### config.mk
export PLATFORM = sky130hd
export DESIGN_NAME = preemptive_priority_scheduler_top_flat
export DESIGN_NICKNAME = d
export VERILOG_FILES = /design/src/rtl/core/pps_pkg.sv /design/src/rtl/core/pps_req_if.sv /design/src/rtl/core/pps_rsp_if.sv /design/src/rtl/core/preemptive_priority_scheduler_top.sv /design/src/rtl/core/pps_table.sv /design/src/flat_wrapper.sv
export SDC_FILE = /design/constraint.sdc
export NUM_CORES = 2
export LEC_CHECK = 0
export ABC_AREA = 1
export BUFFER_PORTS_ARGS = -buffer_cell sky130_fd_sc_hd__buf_2
export CAP_MARGIN = 10
export CELL_PAD_IN_SITES_DETAIL_PLACEMENT = 0
export CELL_PAD_IN_SITES_GLOBAL_PLACEMENT = 2
export CORE_ASPECT_RATIO = 0.6
export CORE_MARGIN = 2
export CORE_UTILIZATION = 39
export DETAILED_ROUTE_END_ITERATION = 8
export PLACE_DENSITY = 0.81
export SLEW_MARGIN = 40
export SYNTH_ARGS = -nofsm -noshare
export SYNTH_HDL_FRONTEND = slang
export SYNTH_SLANG_ARGS = --single-unit
### constraint.sdc
create_clock -name clk_i -period 6.15 [get_ports clk_i]
set_clock_uncertainty 0.1 [all_clocks]
set_input_delay 0.9225 -clock clk_i [delete_from_list [all_inputs] [get_ports clk_i]]
set_output_delay 0.9225 -clock clk_i [all_outputs]
set_load 0.01 [all_outputs]
### src/rtl/core/pps_pkg.sv
// preemptive priority scheduler: shared constants, table entry type and codes
// no dependencies
`timescale 1ns / 1ps

package pps_pkg;

  localparam int unsigned SLOTS  = 16;
  localparam int unsigned SLOT_W = $clog2(SLOTS);
  localparam int unsigned CNT_W  = $clog2(SLOTS + 1);
  localparam int unsigned TIME_W = 16;
  localparam int unsigned PRIO_W = 10;
  localparam int unsigned MODE_W = 2;
  localparam int unsigned PC_W   = 5;
  localparam int unsigned SLOT_FIELD_W = 4;

  localparam logic [PRIO_W-1:0] PRIO_LIMIT = PRIO_W'(999);
  localparam logic [TIME_W-1:0] TIME_MAX   = '1;

  typedef enum logic [MODE_W-1:0] {
    MODE_CLEAR = 2'd0,
    MODE_LOAD  = 2'd1,
    MODE_TICK  = 2'd2,
    MODE_NOP   = 2'd3
  } mode_e;

  typedef struct packed {
    logic [TIME_W-1:0] remaining;
    logic [TIME_W-1:0] burst;
    logic [TIME_W-1:0] arrival;
    logic [PRIO_W-1:0] prio;
  } entry_t;

  typedef struct packed {
    logic              en;
    logic [SLOT_W-1:0] addr;
    entry_t            data;
  } tbl_wr_t;

endpackage

### src/rtl/core/pps_req_if.sv
// request channel of the scheduler: valid/ready handshake with one command
// depends on pps_pkg
`timescale 1ns / 1ps

interface pps_req_if;
  import pps_pkg::*;

  logic                    valid;
  logic                    ready;
  logic [MODE_W-1:0]       mode;
  logic [SLOT_FIELD_W-1:0] slot;
  logic [TIME_W-1:0]       burst;
  logic [TIME_W-1:0]       arrival;
  logic [PRIO_W-1:0]       priority_req;

  modport source (output valid, mode, slot, burst, arrival, priority_req, input ready);
  modport sink   (input valid, mode, slot, burst, arrival, priority_req, output ready);
endinterface

### src/rtl/core/pps_rsp_if.sv
// response channel of the scheduler: valid/ready handshake with one result
// depends on pps_pkg
`timescale 1ns / 1ps

interface pps_rsp_if;
  import pps_pkg::*;

  logic                    valid;
  logic                    ready;
  logic [TIME_W-1:0]       time_now;
  logic                    ran;
  logic [SLOT_FIELD_W-1:0] run_slot;
  logic                    finished;
  logic [TIME_W-1:0]       waiting;
  logic [TIME_W-1:0]       turnaround;
  logic                    all_done;

  modport source (output valid, time_now, ran, run_slot, finished, waiting, turnaround,
                  all_done, input ready);
  modport sink   (input valid, time_now, ran, run_slot, finished, waiting, turnaround,
                  all_done, output ready);
endinterface

### src/rtl/core/preemptive_priority_scheduler_top.sv
// preemptive priority scheduler top level: command sequencer, slot walk and result register
// depends on pps_pkg, pps_req_if, pps_rsp_if and pps_table
`timescale 1ns / 1ps

// Every request transaction gives exactly one response transaction. Clear, load and the
// unused mode go from acceptance straight to the output state, as does a tick on which
// every slot in use is already done. A working tick reads the current slot and updates it
// (skipped when the current slot lies outside the slots in use), then walks the slots in
// use; the first tick after reset or clear first does an earliest-arrival walk. The
// process table sits behind a single registered read port and is walked one slot per
// cycle. A request is taken only while the sequencer is idle; a finished result waits in
// the output register while the next request is accepted, and the sequencer stalls before
// loading the next result until that one has been taken. The user must write process_count
// through cfg_we_i / cfg_wdata_i only while no request is in flight; the block does not enforce it.
module preemptive_priority_scheduler_top (
  input  logic                     clk_i,
  input  logic                     rst_ni,
  input  logic                     cfg_we_i,
  input  logic [pps_pkg::PC_W-1:0] cfg_wdata_i,
  pps_req_if.sink                  req_i,
  pps_rsp_if.source                rsp_o
);
  import pps_pkg::*;

  localparam logic [2:0] ST_IDLE   = 3'd0;
  localparam logic [2:0] ST_SCAN   = 3'd1;
  localparam logic [2:0] ST_CUR_RD = 3'd2;
  localparam logic [2:0] ST_CUR_WB = 3'd3;
  localparam logic [2:0] ST_OUT    = 3'd4;

  logic [2:0]        state_q;
  logic [PC_W-1:0]   pc_q;
  logic [SLOTS-1:0]  done_q;
  logic [SLOT_W-1:0] cur_q;
  logic [TIME_W-1:0] tick_q;
  logic              started_q;

  // walk state
  logic              first_q;
  logic [CNT_W-1:0]  k_q;
  logic              pend_q;
  logic [SLOT_W-1:0] pidx_q;
  logic              found_q;
  logic [SLOT_W-1:0] best_idx_q;
  logic [TIME_W-1:0] best_arr_q;
  logic [PRIO_W-1:0] best_prio_q;

  // result being built
  logic [TIME_W-1:0] res_now_q;
  logic [SLOT_W-1:0] res_slot_q;
  logic              res_ran_q;
  logic              res_fin_q;
  logic [TIME_W-1:0] res_wt_q;
  logic [TIME_W-1:0] res_ta_q;

  // output register
  logic              ovld_q;
  logic [TIME_W-1:0] o_now_q;
  logic [SLOT_W-1:0] o_slot_q;
  logic              o_ran_q;
  logic              o_fin_q;
  logic [TIME_W-1:0] o_wt_q;
  logic [TIME_W-1:0] o_ta_q;
  logic              o_all_q;

  logic [CNT_W-1:0]  n_act;
  logic [SLOTS-1:0]  act_mask;
  logic              all_done;
  logic [TIME_W:0]   next_t;
  logic              req_acc;
  logic              issue;
  logic              out_load;
  logic              mem_clr;
  tbl_wr_t           tbl_wr;
  logic              rd_en;
  logic [SLOT_W-1:0] rd_addr;
  entry_t            rd_data;

  // current slot evaluation
  logic              cur_act;
  logic              run_now;
  logic [TIME_W-1:0] rem_new;
  logic              fin_now;
  logic signed [TIME_W+2:0] wt_raw;
  logic signed [TIME_W+2:0] ta_raw;
  logic [TIME_W-1:0] wt_cl;
  logic [TIME_W-1:0] ta_cl;

  // walk comparison
  logic              elig;
  logic              better;
  logic              take;

  assign n_act = (pc_q >= PC_W'(SLOTS)) ? CNT_W'(SLOTS) : CNT_W'(pc_q);

  always_comb begin
    for (int k = 0; k < SLOTS; k++) begin
      act_mask[k] = (CNT_W'(k) < n_act);
    end
  end

  assign all_done = &(done_q | ~act_mask);
  assign next_t   = {1'b0, tick_q} + 1'b1;
  assign req_i.ready = (state_q == ST_IDLE);
  assign req_acc  = req_i.valid && req_i.ready;
  assign issue    = (state_q == ST_SCAN) && (k_q < n_act);
  assign out_load = (state_q == ST_OUT) && (!ovld_q || rsp_o.ready);
  assign cur_act  = ({1'b0, cur_q} < n_act);

  always_comb begin
    run_now = (rd_data.remaining != '0) && (rd_data.arrival <= tick_q);
    rem_new = run_now ? rd_data.remaining - 1'b1 : rd_data.remaining;
    fin_now = (rem_new == '0) && !done_q[cur_q];
    wt_raw  = $signed({2'b00, next_t}) - $signed({3'b000, rd_data.burst})
              - $signed({3'b000, rd_data.arrival});
    ta_raw  = $signed({2'b00, next_t}) - $signed({3'b000, rd_data.arrival});
    if (wt_raw < 0) begin
      wt_cl = '0;
    end else if (wt_raw > $signed({3'b000, TIME_MAX})) begin
      wt_cl = TIME_MAX;
    end else begin
      wt_cl = wt_raw[TIME_W-1:0];
    end
    if (ta_raw < 0) begin
      ta_cl = '0;
    end else if (ta_raw > $signed({3'b000, TIME_MAX})) begin
      ta_cl = TIME_MAX;
    end else begin
      ta_cl = ta_raw[TIME_W-1:0];
    end
  end

  always_comb begin
    if (first_q) begin
      elig   = 1'b1;
      better = rd_data.arrival < best_arr_q;
    end else begin
      elig   = !done_q[pidx_q] && ({1'b0, rd_data.arrival} <= next_t)
               && (rd_data.prio < PRIO_LIMIT);
      better = (rd_data.prio < best_prio_q)
               || ((rd_data.prio == best_prio_q) && (rd_data.arrival < best_arr_q));
    end
    take = pend_q && elig && (!found_q || better);
  end

  always_comb begin
    mem_clr = req_acc && (mode_e'(req_i.mode) == MODE_CLEAR);
    tbl_wr  = '0;
    if (req_acc && (mode_e'(req_i.mode) == MODE_LOAD)) begin
      tbl_wr.en             = 1'b1;
      tbl_wr.addr           = req_i.slot[SLOT_W-1:0];
      tbl_wr.data.remaining = req_i.burst;
      tbl_wr.data.burst     = req_i.burst;
      tbl_wr.data.arrival   = req_i.arrival;
      tbl_wr.data.prio      = req_i.priority_req;
    end else if ((state_q == ST_CUR_WB) && run_now) begin
      tbl_wr.en             = 1'b1;
      tbl_wr.addr           = cur_q;
      tbl_wr.data           = rd_data;
      tbl_wr.data.remaining = rem_new;
    end
    rd_en   = 1'b0;
    rd_addr = cur_q;
    if (issue) begin
      rd_en   = 1'b1;
      rd_addr = k_q[SLOT_W-1:0];
    end else if ((state_q == ST_CUR_RD) && cur_act) begin
      rd_en   = 1'b1;
    end
  end

  pps_table u_table (
    .clk_i     (clk_i),
    .rst_ni    (rst_ni),
    .clr_i     (mem_clr),
    .wr_i      (tbl_wr),
    .rd_en_i   (rd_en),
    .rd_addr_i (rd_addr),
    .rd_data_o (rd_data)
  );

  always_ff @(posedge clk_i or negedge rst_ni) begin
    if (!rst_ni) begin
      state_q     <= ST_IDLE;
      pc_q        <= '0;
      done_q      <= '0;
      cur_q       <= '0;
      tick_q      <= '0;
      started_q   <= 1'b0;
      first_q     <= 1'b0;
      k_q         <= '0;
      pend_q      <= 1'b0;
      pidx_q      <= '0;
      found_q     <= 1'b0;
      best_idx_q  <= '0;
      best_arr_q  <= '0;
      best_prio_q <= '0;
      res_now_q   <= '0;
      res_slot_q  <= '0;
      res_ran_q   <= 1'b0;
      res_fin_q   <= 1'b0;
      res_wt_q    <= '0;
      res_ta_q    <= '0;
      ovld_q      <= 1'b0;
      o_now_q     <= '0;
      o_slot_q    <= '0;
      o_ran_q     <= 1'b0;
      o_fin_q     <= 1'b0;
      o_wt_q      <= '0;
      o_ta_q      <= '0;
      o_all_q     <= 1'b0;
    end else begin
      if (cfg_we_i) begin
        pc_q <= cfg_wdata_i;
      end
      if (out_load) begin
        ovld_q <= 1'b1;
      end else if (ovld_q && rsp_o.ready) begin
        ovld_q <= 1'b0;
      end

      unique case (state_q)
        ST_IDLE: begin
          if (req_acc) begin
            res_now_q  <= mem_clr ? '0 : tick_q;
            res_slot_q <= mem_clr ? '0 : cur_q;
            res_ran_q  <= 1'b0;
            res_fin_q  <= 1'b0;
            res_wt_q   <= '0;
            res_ta_q   <= '0;
            k_q        <= '0;
            pend_q     <= 1'b0;
            found_q    <= 1'b0;
            case (mode_e'(req_i.mode))
              MODE_CLEAR: begin
                done_q    <= '0;
                cur_q     <= '0;
                tick_q    <= '0;
                started_q <= 1'b0;
                state_q   <= ST_OUT;
              end
              MODE_LOAD: begin
                done_q[req_i.slot[SLOT_W-1:0]] <= 1'b0;
                state_q <= ST_OUT;
              end
              MODE_TICK: begin
                if ((n_act != '0) && !all_done) begin
                  if (started_q) begin
                    state_q <= ST_CUR_RD;
                  end else begin
                    first_q <= 1'b1;
                    state_q <= ST_SCAN;
                  end
                end else begin
                  state_q <= ST_OUT;
                end
              end
              default: begin
                state_q <= ST_OUT;
              end
            endcase
          end
        end

        ST_SCAN: begin
          k_q    <= issue ? k_q + 1'b1 : k_q;
          pend_q <= issue;
          pidx_q <= k_q[SLOT_W-1:0];
          if (take) begin
            found_q     <= 1'b1;
            best_idx_q  <= pidx_q;
            best_arr_q  <= rd_data.arrival;
            best_prio_q <= rd_data.prio;
          end
          if (!issue && !pend_q) begin
            if (first_q) begin
              cur_q     <= best_idx_q;
              started_q <= 1'b1;
              first_q   <= 1'b0;
              state_q   <= ST_CUR_RD;
            end else begin
              if (found_q) begin
                cur_q <= best_idx_q;
              end
              if (tick_q != TIME_MAX) begin
                tick_q <= tick_q + 1'b1;
              end
              state_q <= ST_OUT;
            end
          end
        end

        ST_CUR_RD: begin
          res_slot_q <= cur_q;
          k_q        <= '0;
          pend_q     <= 1'b0;
          found_q    <= 1'b0;
          state_q    <= cur_act ? ST_CUR_WB : ST_SCAN;
        end

        ST_CUR_WB: begin
          res_ran_q <= run_now;
          res_fin_q <= fin_now;
          if (fin_now) begin
            done_q[cur_q] <= 1'b1;
            res_wt_q      <= wt_cl;
            res_ta_q      <= ta_cl;
          end
          state_q <= ST_SCAN;
        end

        ST_OUT: begin
          if (out_load) begin
            o_now_q  <= res_now_q;
            o_slot_q <= res_slot_q;
            o_ran_q  <= res_ran_q;
            o_fin_q  <= res_fin_q;
            o_wt_q   <= res_wt_q;
            o_ta_q   <= res_ta_q;
            o_all_q  <= all_done;
            state_q  <= ST_IDLE;
          end
        end

        default: state_q <= ST_IDLE;
      endcase
    end
  end

  assign rsp_o.valid      = ovld_q;
  assign rsp_o.time_now   = o_now_q;
  assign rsp_o.ran        = o_ran_q;
  assign rsp_o.run_slot   = SLOT_FIELD_W'(o_slot_q);
  assign rsp_o.finished   = o_fin_q;
  assign rsp_o.waiting    = o_wt_q;
  assign rsp_o.turnaround = o_ta_q;
  assign rsp_o.all_done   = o_all_q;

endmodule

### src/rtl/core/pps_table.sv
// process slot table: one write port, one registered read port, per-entry valid bits
// depends on pps_pkg; an entry never written since the last clear reads as zero
`timescale 1ns / 1ps

module pps_table (
  input  logic                   clk_i,
  input  logic                   rst_ni,
  input  logic                   clr_i,
  input  pps_pkg::tbl_wr_t       wr_i,
  input  logic                   rd_en_i,
  input  logic [pps_pkg::SLOT_W-1:0] rd_addr_i,
  output pps_pkg::entry_t        rd_data_o
);
  import pps_pkg::*;

  entry_t            mem [SLOTS];
  entry_t            rdata_q;
  logic [SLOTS-1:0]  vld_q;
  logic              rvld_q;

  always_ff @(posedge clk_i) begin
    if (wr_i.en) begin
      mem[wr_i.addr] <= wr_i.data;
    end
    if (rd_en_i) begin
      rdata_q <= mem[rd_addr_i];
    end
  end

  always_ff @(posedge clk_i or negedge rst_ni) begin
    if (!rst_ni) begin
      vld_q  <= '0;
      rvld_q <= 1'b0;
    end else begin
      if (clr_i) begin
        vld_q <= '0;
      end else if (wr_i.en) begin
        vld_q[wr_i.addr] <= 1'b1;
      end
      if (rd_en_i) begin
        rvld_q <= vld_q[rd_addr_i];
      end
    end
  end

  assign rd_data_o = rvld_q ? rdata_q : '0;

endmodule
### src/flat_wrapper.sv
// flat-port wrapper written by rule: the top's interface ports become plain ports
module preemptive_priority_scheduler_top_flat import pps_pkg::*;
  (clk_i, rst_ni, cfg_we_i, cfg_wdata_i, req_i_valid, req_i_mode, req_i_slot, req_i_burst, req_i_arrival, req_i_priority_req, req_i_ready, rsp_o_valid, rsp_o_time_now, rsp_o_ran, rsp_o_run_slot, rsp_o_finished, rsp_o_waiting, rsp_o_turnaround, rsp_o_all_done, rsp_o_ready);
  pps_req_if req_i_i ();
  pps_rsp_if rsp_o_i ();
  input  logic clk_i;
  input  logic rst_ni;
  input  logic cfg_we_i;
  input  logic [pps_pkg::PC_W-1:0] cfg_wdata_i;
  input wire logic [$bits(req_i_i.valid)-1:0] req_i_valid;
  input wire logic [$bits(req_i_i.mode)-1:0] req_i_mode;
  input wire logic [$bits(req_i_i.slot)-1:0] req_i_slot;
  input wire logic [$bits(req_i_i.burst)-1:0] req_i_burst;
  input wire logic [$bits(req_i_i.arrival)-1:0] req_i_arrival;
  input wire logic [$bits(req_i_i.priority_req)-1:0] req_i_priority_req;
  output wire logic [$bits(req_i_i.ready)-1:0] req_i_ready;
  output wire logic [$bits(rsp_o_i.valid)-1:0] rsp_o_valid;
  output wire logic [$bits(rsp_o_i.time_now)-1:0] rsp_o_time_now;
  output wire logic [$bits(rsp_o_i.ran)-1:0] rsp_o_ran;
  output wire logic [$bits(rsp_o_i.run_slot)-1:0] rsp_o_run_slot;
  output wire logic [$bits(rsp_o_i.finished)-1:0] rsp_o_finished;
  output wire logic [$bits(rsp_o_i.waiting)-1:0] rsp_o_waiting;
  output wire logic [$bits(rsp_o_i.turnaround)-1:0] rsp_o_turnaround;
  output wire logic [$bits(rsp_o_i.all_done)-1:0] rsp_o_all_done;
  input wire logic [$bits(rsp_o_i.ready)-1:0] rsp_o_ready;
  assign req_i_i.valid = req_i_valid;
  assign req_i_i.mode = req_i_mode;
  assign req_i_i.slot = req_i_slot;
  assign req_i_i.burst = req_i_burst;
  assign req_i_i.arrival = req_i_arrival;
  assign req_i_i.priority_req = req_i_priority_req;
  assign req_i_ready = req_i_i.ready;
  assign rsp_o_valid = rsp_o_i.valid;
  assign rsp_o_time_now = rsp_o_i.time_now;
  assign rsp_o_ran = rsp_o_i.ran;
  assign rsp_o_run_slot = rsp_o_i.run_slot;
  assign rsp_o_finished = rsp_o_i.finished;
  assign rsp_o_waiting = rsp_o_i.waiting;
  assign rsp_o_turnaround = rsp_o_i.turnaround;
  assign rsp_o_all_done = rsp_o_i.all_done;
  assign rsp_o_i.ready = rsp_o_ready;
  preemptive_priority_scheduler_top u_core (.clk_i(clk_i), .rst_ni(rst_ni), .cfg_we_i(cfg_we_i), .cfg_wdata_i(cfg_wdata_i), .req_i(req_i_i), .rsp_o(rsp_o_i));
endmodule
# After elaboration in Yosys (flattened, before gate mapping)
# Memories as Yosys holds them, arrays and structs flattened. A register that Yosys moved wholly into a read port is not among the register bits.
# Index checks and enable logic that the tools add are counted.
# totals
reg_bits	214
mem_bits_rw	928
wordCells	246
memories	1
# mem_list
memory	depth	word_bits	rd	rd_clocked_by_memory_dff	wr	line_no	source
u_core.u_table.mem	16	58	1	1	1	pps_table.sv:16	entry_t mem [SLOTS];
# classes
add_sub_neg	7
magnitude_cmp	36
n_eq_ne	23
n_mux	86
bitwise_logic	6
reduce_logical	57
# op_table
operator	n
16-bit 2-to-1 mux	18
16-bit case mux with 2 select lines	5
63-bit 2-to-1 mux	2
58-bit 2-to-1 mux	1
16-bit OR	3
4-bit by 5-bit less-than comparator with 1-bit output (first input constant)	8
17-bit by 16-bit subtractor with 18-bit output	2
4-bit 2-to-1 mux	8
16-bit inverter	2
4-bit by 5-bit less-than comparator with 1-bit output (second input constant)	5
1-bit 2-to-1 mux	25
1-bit logical AND	20
3-bit by 5-bit less-than comparator with 1-bit output (first input constant)	4
19-bit by 17-bit > comparator with 1-bit output (second input constant)	1
19-bit by 1-bit less-than comparator with 1-bit output (second input constant)	1
18-bit by 17-bit subtractor with 19-bit output	1
18-bit by 17-bit > comparator with 1-bit output (second input constant)	1
18-bit by 1-bit less-than comparator with 1-bit output (second input constant)	1
3-bit 2-to-1 mux	6
16-bit by 1-bit adder with 17-bit output (second input constant)	1
16-bit by 17-bit <= comparator with 1-bit output	1
16-bit by 1-bit adder with 16-bit output (second input constant)	1
16-bit bitwise AND	1
16-bit <= comparator	1
46 further kinds	96

# Depth between registers and ports, before layout
# depth
word_depth	13
depth_mapped	32

# Modules after synthesis
# Synthesis repeated with hierarchy kept, for this count alone.
# unflattened
cells_unflattened	4819
area_unflattened_um2	53032.1
# modules_own_cells
mod	instances	cells_per_inst	area_per_inst_um2	seq_area_each_um2
pps_table	1	2994	39366.5	30033.8
preemptive_priority_scheduler_top	1	1825	13665.6	4929.7

# Worst setup path after synthesis
# Ideal clock, no wire load.
# synth_path
path_type	flip-flop to flip-flop
start	reg u_core.u_table.rvld_q
end	mem u_core.u_table.mem[15][0] (netlist name) (enable)
setup_ns	0.476
t_arrival_ns	5.457
path_slack_ns	0.117
stages_incl_launch_ff	22
path_buffers	3
period_less_slack_ns	6.033
cell_sequence	dfrtp_1 > buf_6 > buf_4 > clkbuf_1 > nand2_1 > inv_1 > ha_1 > nand2_1 > nand2_1 > nand2_1 > nand2_1 > nand2_1 > nand2_1 > nand2_1 > nand2_1 > nand2_1 > nand2_8 > inv_2 > nand2_1 > o22ai_1 > nand2_1 > nor2_1
# synth_rtl
item	line_no	source
start: declaration	pps_table.sv:19	logic rvld_q;
start signal: assignment	pps_table.sv:41	rvld_q <= vld_q[rd_addr_i];
end: declaration	pps_table.sv:16	

# Worst setup path after layout
# layout_path
start	reg u_core.tick_q[0]
end	reg u_core.res_wt_q[11]
# layout_between
elab_chain_cells	8
elab_cells_between_ends	16
classes_between	add/sub (3); order compare (3); eq/ne (1); mux (5); reduce/logical (4)
# layout_lines
item	line_no	source
start: declaration	preemptive_priority_scheduler_top.sv:35	logic [TIME_W-1:0] tick_q;
start signal: assignment	preemptive_priority_scheduler_top.sv:286	tick_q <= tick_q + 1'b1;
16-bit by 1-bit adder with 17-bit output	preemptive_priority_scheduler_top.sv:103	assign next_t = {1'b0, tick_q} + 1'b1;
17-bit by 16-bit subtractor with 18-bit output	preemptive_priority_scheduler_top.sv:114	wt_raw = $signed({2'b00, next_t}) - $signed({3'b000, rd_data.burst})
18-bit by 17-bit subtractor with 19-bit output	preemptive_priority_scheduler_top.sv:115	- $signed({3'b000, rd_data.arrival});
19-bit by 17-bit > comparator with 1-bit output	preemptive_priority_scheduler_top.sv:119	end else if (wt_raw > $signed({3'b000, TIME_MAX})) begin
16-bit 2-to-1 mux	preemptive_priority_scheduler_top.sv:119	
16-bit 2-to-1 mux	preemptive_priority_scheduler_top.sv:117	if (wt_raw < 0) begin
16-bit 2-to-1 mux	preemptive_priority_scheduler_top.sv:304	if (fin_now) begin
16-bit case mux with 2 select lines	preemptive_priority_scheduler_top.sv:222	unique case (state_q)
end signal: assignment	preemptive_priority_scheduler_top.sv:306	res_wt_q <= wt_cl;
end: declaration	preemptive_priority_scheduler_top.sv:53	logic [TIME_W-1:0] res_wt_q;
# Several ways; a longest one is shown, not always the timed one. The select of a mux whose other input is x is not followed.
# A chain may end at the register's enable or synchronous reset.

==> metrics.txt <==
Multi-input gate area 15300 µm²; post-synth cell types 52; clock transition at the registers of the reported paths 70 ps; Avg Cell Area, Syn 11.5 µm²; RSZ-0062 raised after global routing no; Worst R2R Setup Slack 880 ps; Sw Share 37.0%; DRT Pass-1 Iters 5; combinational family with the most area after synthesis compound AO/OA/AOI/OAI gates; fraction of layout cells with a size suffix above 1 11.2%; area delta synth->final 13.5%; clock power share 27.9%; DR vias 36700; Worst-Skew Late Latency 750 ps; # DRC 0; Sequential Power Share 39.4%; Routed WL per cell 24.5 µm; CP Data Arrival Time 5850 ps; worst-margin pin slew 977 ps; Tot Pwr 0.0243 W; CTS Buffer Depth 3; reg-to-reg startpoint u_core.tick_q[0]; mux contribution to synthesized area 0.648%; ys flop type edfxtp_1; HPWL after DPL 96600 µm; Crit. End Element flip-flop; RePlAce Congestion 0.855; CP endpoint u_core.res_wt_q[11]; Pwr Density 411 nW/µm²; R2R depth 27; post_cts resized 0; commonest non-fill, non-tap cells in the layout edfxtp_1 (986), o21ai_0 (596), nor2_1 (567); GRT Residual Overflow 0; Synth Register Bits 1200; core area 132000 µm²; number of port buffers 114; Post-Synthesis Cells 4527; combinational power share 32.8%; # fillers 12200; P_sw 0.00899 W; Cell Int Power 0.0153 W; setup bufs post-CTS 0; Hold Path Class in2async; FFs w/ async S/R, synth 17.8%; Final Hold Fails 0; vias in the first global route 34300; Max VDD drop 0.266 mV; die width 476 µm; CP required 6730 ps; area post-placement 55600 µm²; Seq/Total Area, Yosys 67.1%; GRT Util Overall 23.2%; Final period util 85.7%; DRT Wirelength 160000 µm; worst setup margin 879 ps; final setup TNS 0 ps; crit path kind reg2reg; Initial Utilization 39.4%; fin area 59100 µm²; Post-DRT Antenna Nets 0; Net count, final 4786; H-Tree Depth 3; die footprint 137000 µm²; CTS root buf clkbuf_16; CTS tree built; worst r2r dst u_core.res_wt_q[11]; Cell Rows 103; Pleak 22.3 nW; Place WS 941 ps; max-cap violations 0; die height 287 µm; most common cell after layout, fill and taps aside edfxtp_1; Post-Synth Adder-Cell Area 2.49%; antenna violations before repair 2; Synth Area in Simple Gates 12.1%; critical path launch point type flip-flop; Crit. Startpoint u_core.tick_q[0]; first-pass GRT wire length 236000 µm; net count after synthesis 4687; EDFF count, synth 986; fin. max-slew vios 0; synthesized area 52100 µm²; YS warnings 0; via/cell ratio 5.64; I/O Pins 115; DR iter-0 viols 4404; final setup fails 0; Post-CTS Hold Fix Bufs 0; minimum clock period 5270 ps; largest net degree at the start of global routing 163; Crit Path Max Fanout 16; Inserted Clock Buffers 107; status complete, no violations; XOR/XNOR share of the synthesized area 1.11%; compound-cell area share of the yosys netlist 12.6%; sequential cell area 35000 µm²; Fmax achieved 190 MHz; CTS Sinks 1200; normalized max-slew margin 34.8%
cell families after synthesis:
kind of cell / after synthesis
buffers and inverters: 529
multiplexers: 30
AO/OA/AOI/OAI: 1092
adder cells (fa/ha/maj): 102
XOR/XNOR: 66
AND/OR/NAND/NOR: 1508
flip-flops: 1200
power by group through the flow:
| stage | Clock (W) | Sequential, W | Combinational [W] |
|---|---|---|---|
| after floorplan | 0 | 0.00964 | 0.00512 |
| after global placement | 0 | 0.00974 | 0.00777 |
| final | 0.00678 | 0.00958 | 0.00797 |
| after detailed placement | 0 | 0.00973 | 0.00780 |
| after CTS | 0.00688 | 0.00957 | 0.00784 |
| after global routing | 0.00720 | 0.00961 | 0.00873 |
per-layer routing:
metal | global-route usage (%) | wire, µm | share of wire, %
met1 | 37.7 | 76800 | 48
met2 | 31.9 | 65600 | 41
met3 | 4.45 | 14500 | 9.1
met4 | 4.25 | 2630 | 1.7
met5 | 0 | 0 | 0
cells in the mapped netlist, types with 5 or more instances:
| cell type | number | area share [%] |
|---|---|---|
| buf_1 | 18 | 0.13 |
| nor3_1 | 17 | 0.16 |
| a21oi_1 | 126 | 1.2 |
| o21ai_0 | 603 | 5.8 |
| inv_2 | 12 | 0.086 |
| o211ai_1 | 27 | 0.39 |
| xnor2_1 | 23 | 0.39 |
| o21ai_1 | 7 | 0.067 |
| nor2_4 | 5 | 0.11 |
| nor2_1 | 571 | 4.1 |
| buf_2 | 21 | 0.20 |
| a211oi_1 | 6 | 0.086 |
| o221ai_1 | 232 | 3.9 |
| xor2_1 | 43 | 0.72 |
| mux2_2 | 30 | 0.65 |
| edfxtp_1 | 986 | 57 |
| buf_6 | 5 | 0.11 |
| dfrtp_1 | 214 | 10 |
| nand2_2 | 14 | 0.17 |
| o22ai_1 | 70 | 0.84 |
| inv_1 | 258 | 1.9 |
| nand4_1 | 17 | 0.20 |
| a21o_1 | 6 | 0.086 |
| clkbuf_1 | 210 | 1.5 |
| ha_1 | 99 | 2.4 |
| nand2_1 | 566 | 4.1 |
| nand3_1 | 298 | 2.9 |
through the flow:
stage,hold WS (ps),util [%],cells
after global routing,72.0,44.7,6504
after CTS,26.4,44.7,6497
final,51.6,44.7,6505
after floorplan,342,-,4527
after global placement,355,41.9,6293
after detailed placement,358,42.1,6300
worst min path at each step:
stage	to	slack, ps	cells past startpoint
floorplan	u_core.best_arr_q[10]	340	2
global placement	u_core.best_prio_q[5]	360	2
detailed placement	u_core.best_prio_q[5]	360	2
CTS	u_core.done_q[3]	30	1
global route	u_core.done_q[2]	70	1
finish	u_core.done_q[2]	50	1
critical path, cell delays in order (launching register included):
cell and delay (ps):
dfrtp_1 430, inv_1 110, nor3_1 260, nand3_1 210, nor2_1 260, inv_1 70, nor3_1 270, nand4_1 200
nand2_1 150, inv_1 70, ha_1 360, nand2_1 110, o21ai_0 250, nor2_1 110, o21bai_1 160, xor2_1 230
ha_1 320, a21oi_1 160, o21ai_0 100, a21oi_1 120, nand2_1 100, nand2_1 90, nand4_1 90, nand3_1 90
nand3_1 410, nand2_1 190, nand3_1 90, nand2_1 100
sequential cells by signal (all words and copies together) (netlist names), 10 cells and up:
signal and cells:
u_core.res_now_q 16, u_core.done_q 16, u_core.best_prio_q 10, u_core.tick_q 16, u_core.res_wt_q 16, u_core.u_table.vld_q 16, u_core.rsp_o.time_now 16, u_core.u_table.mem 928
u_core.rsp_o.waiting 16, u_core.res_ta_q 16, u_core.rsp_o.turnaround 16, u_core.u_table.rdata_q 58, u_core.best_arr_q 16
cell type report:
type                            instances  area share, %
Antenna cell                            6         0.0254
Clock buffer                          125           4.67
Clock inverter                         72           1.14
Inverter                              272           1.82
Multi-Input combinational cell       2798           26.0
Sequential cell                      1200           59.2
Tap cell                             1785           3.78
Timing Repair Buffer                  247           3.45
Power figures use the tool's default switching activity.
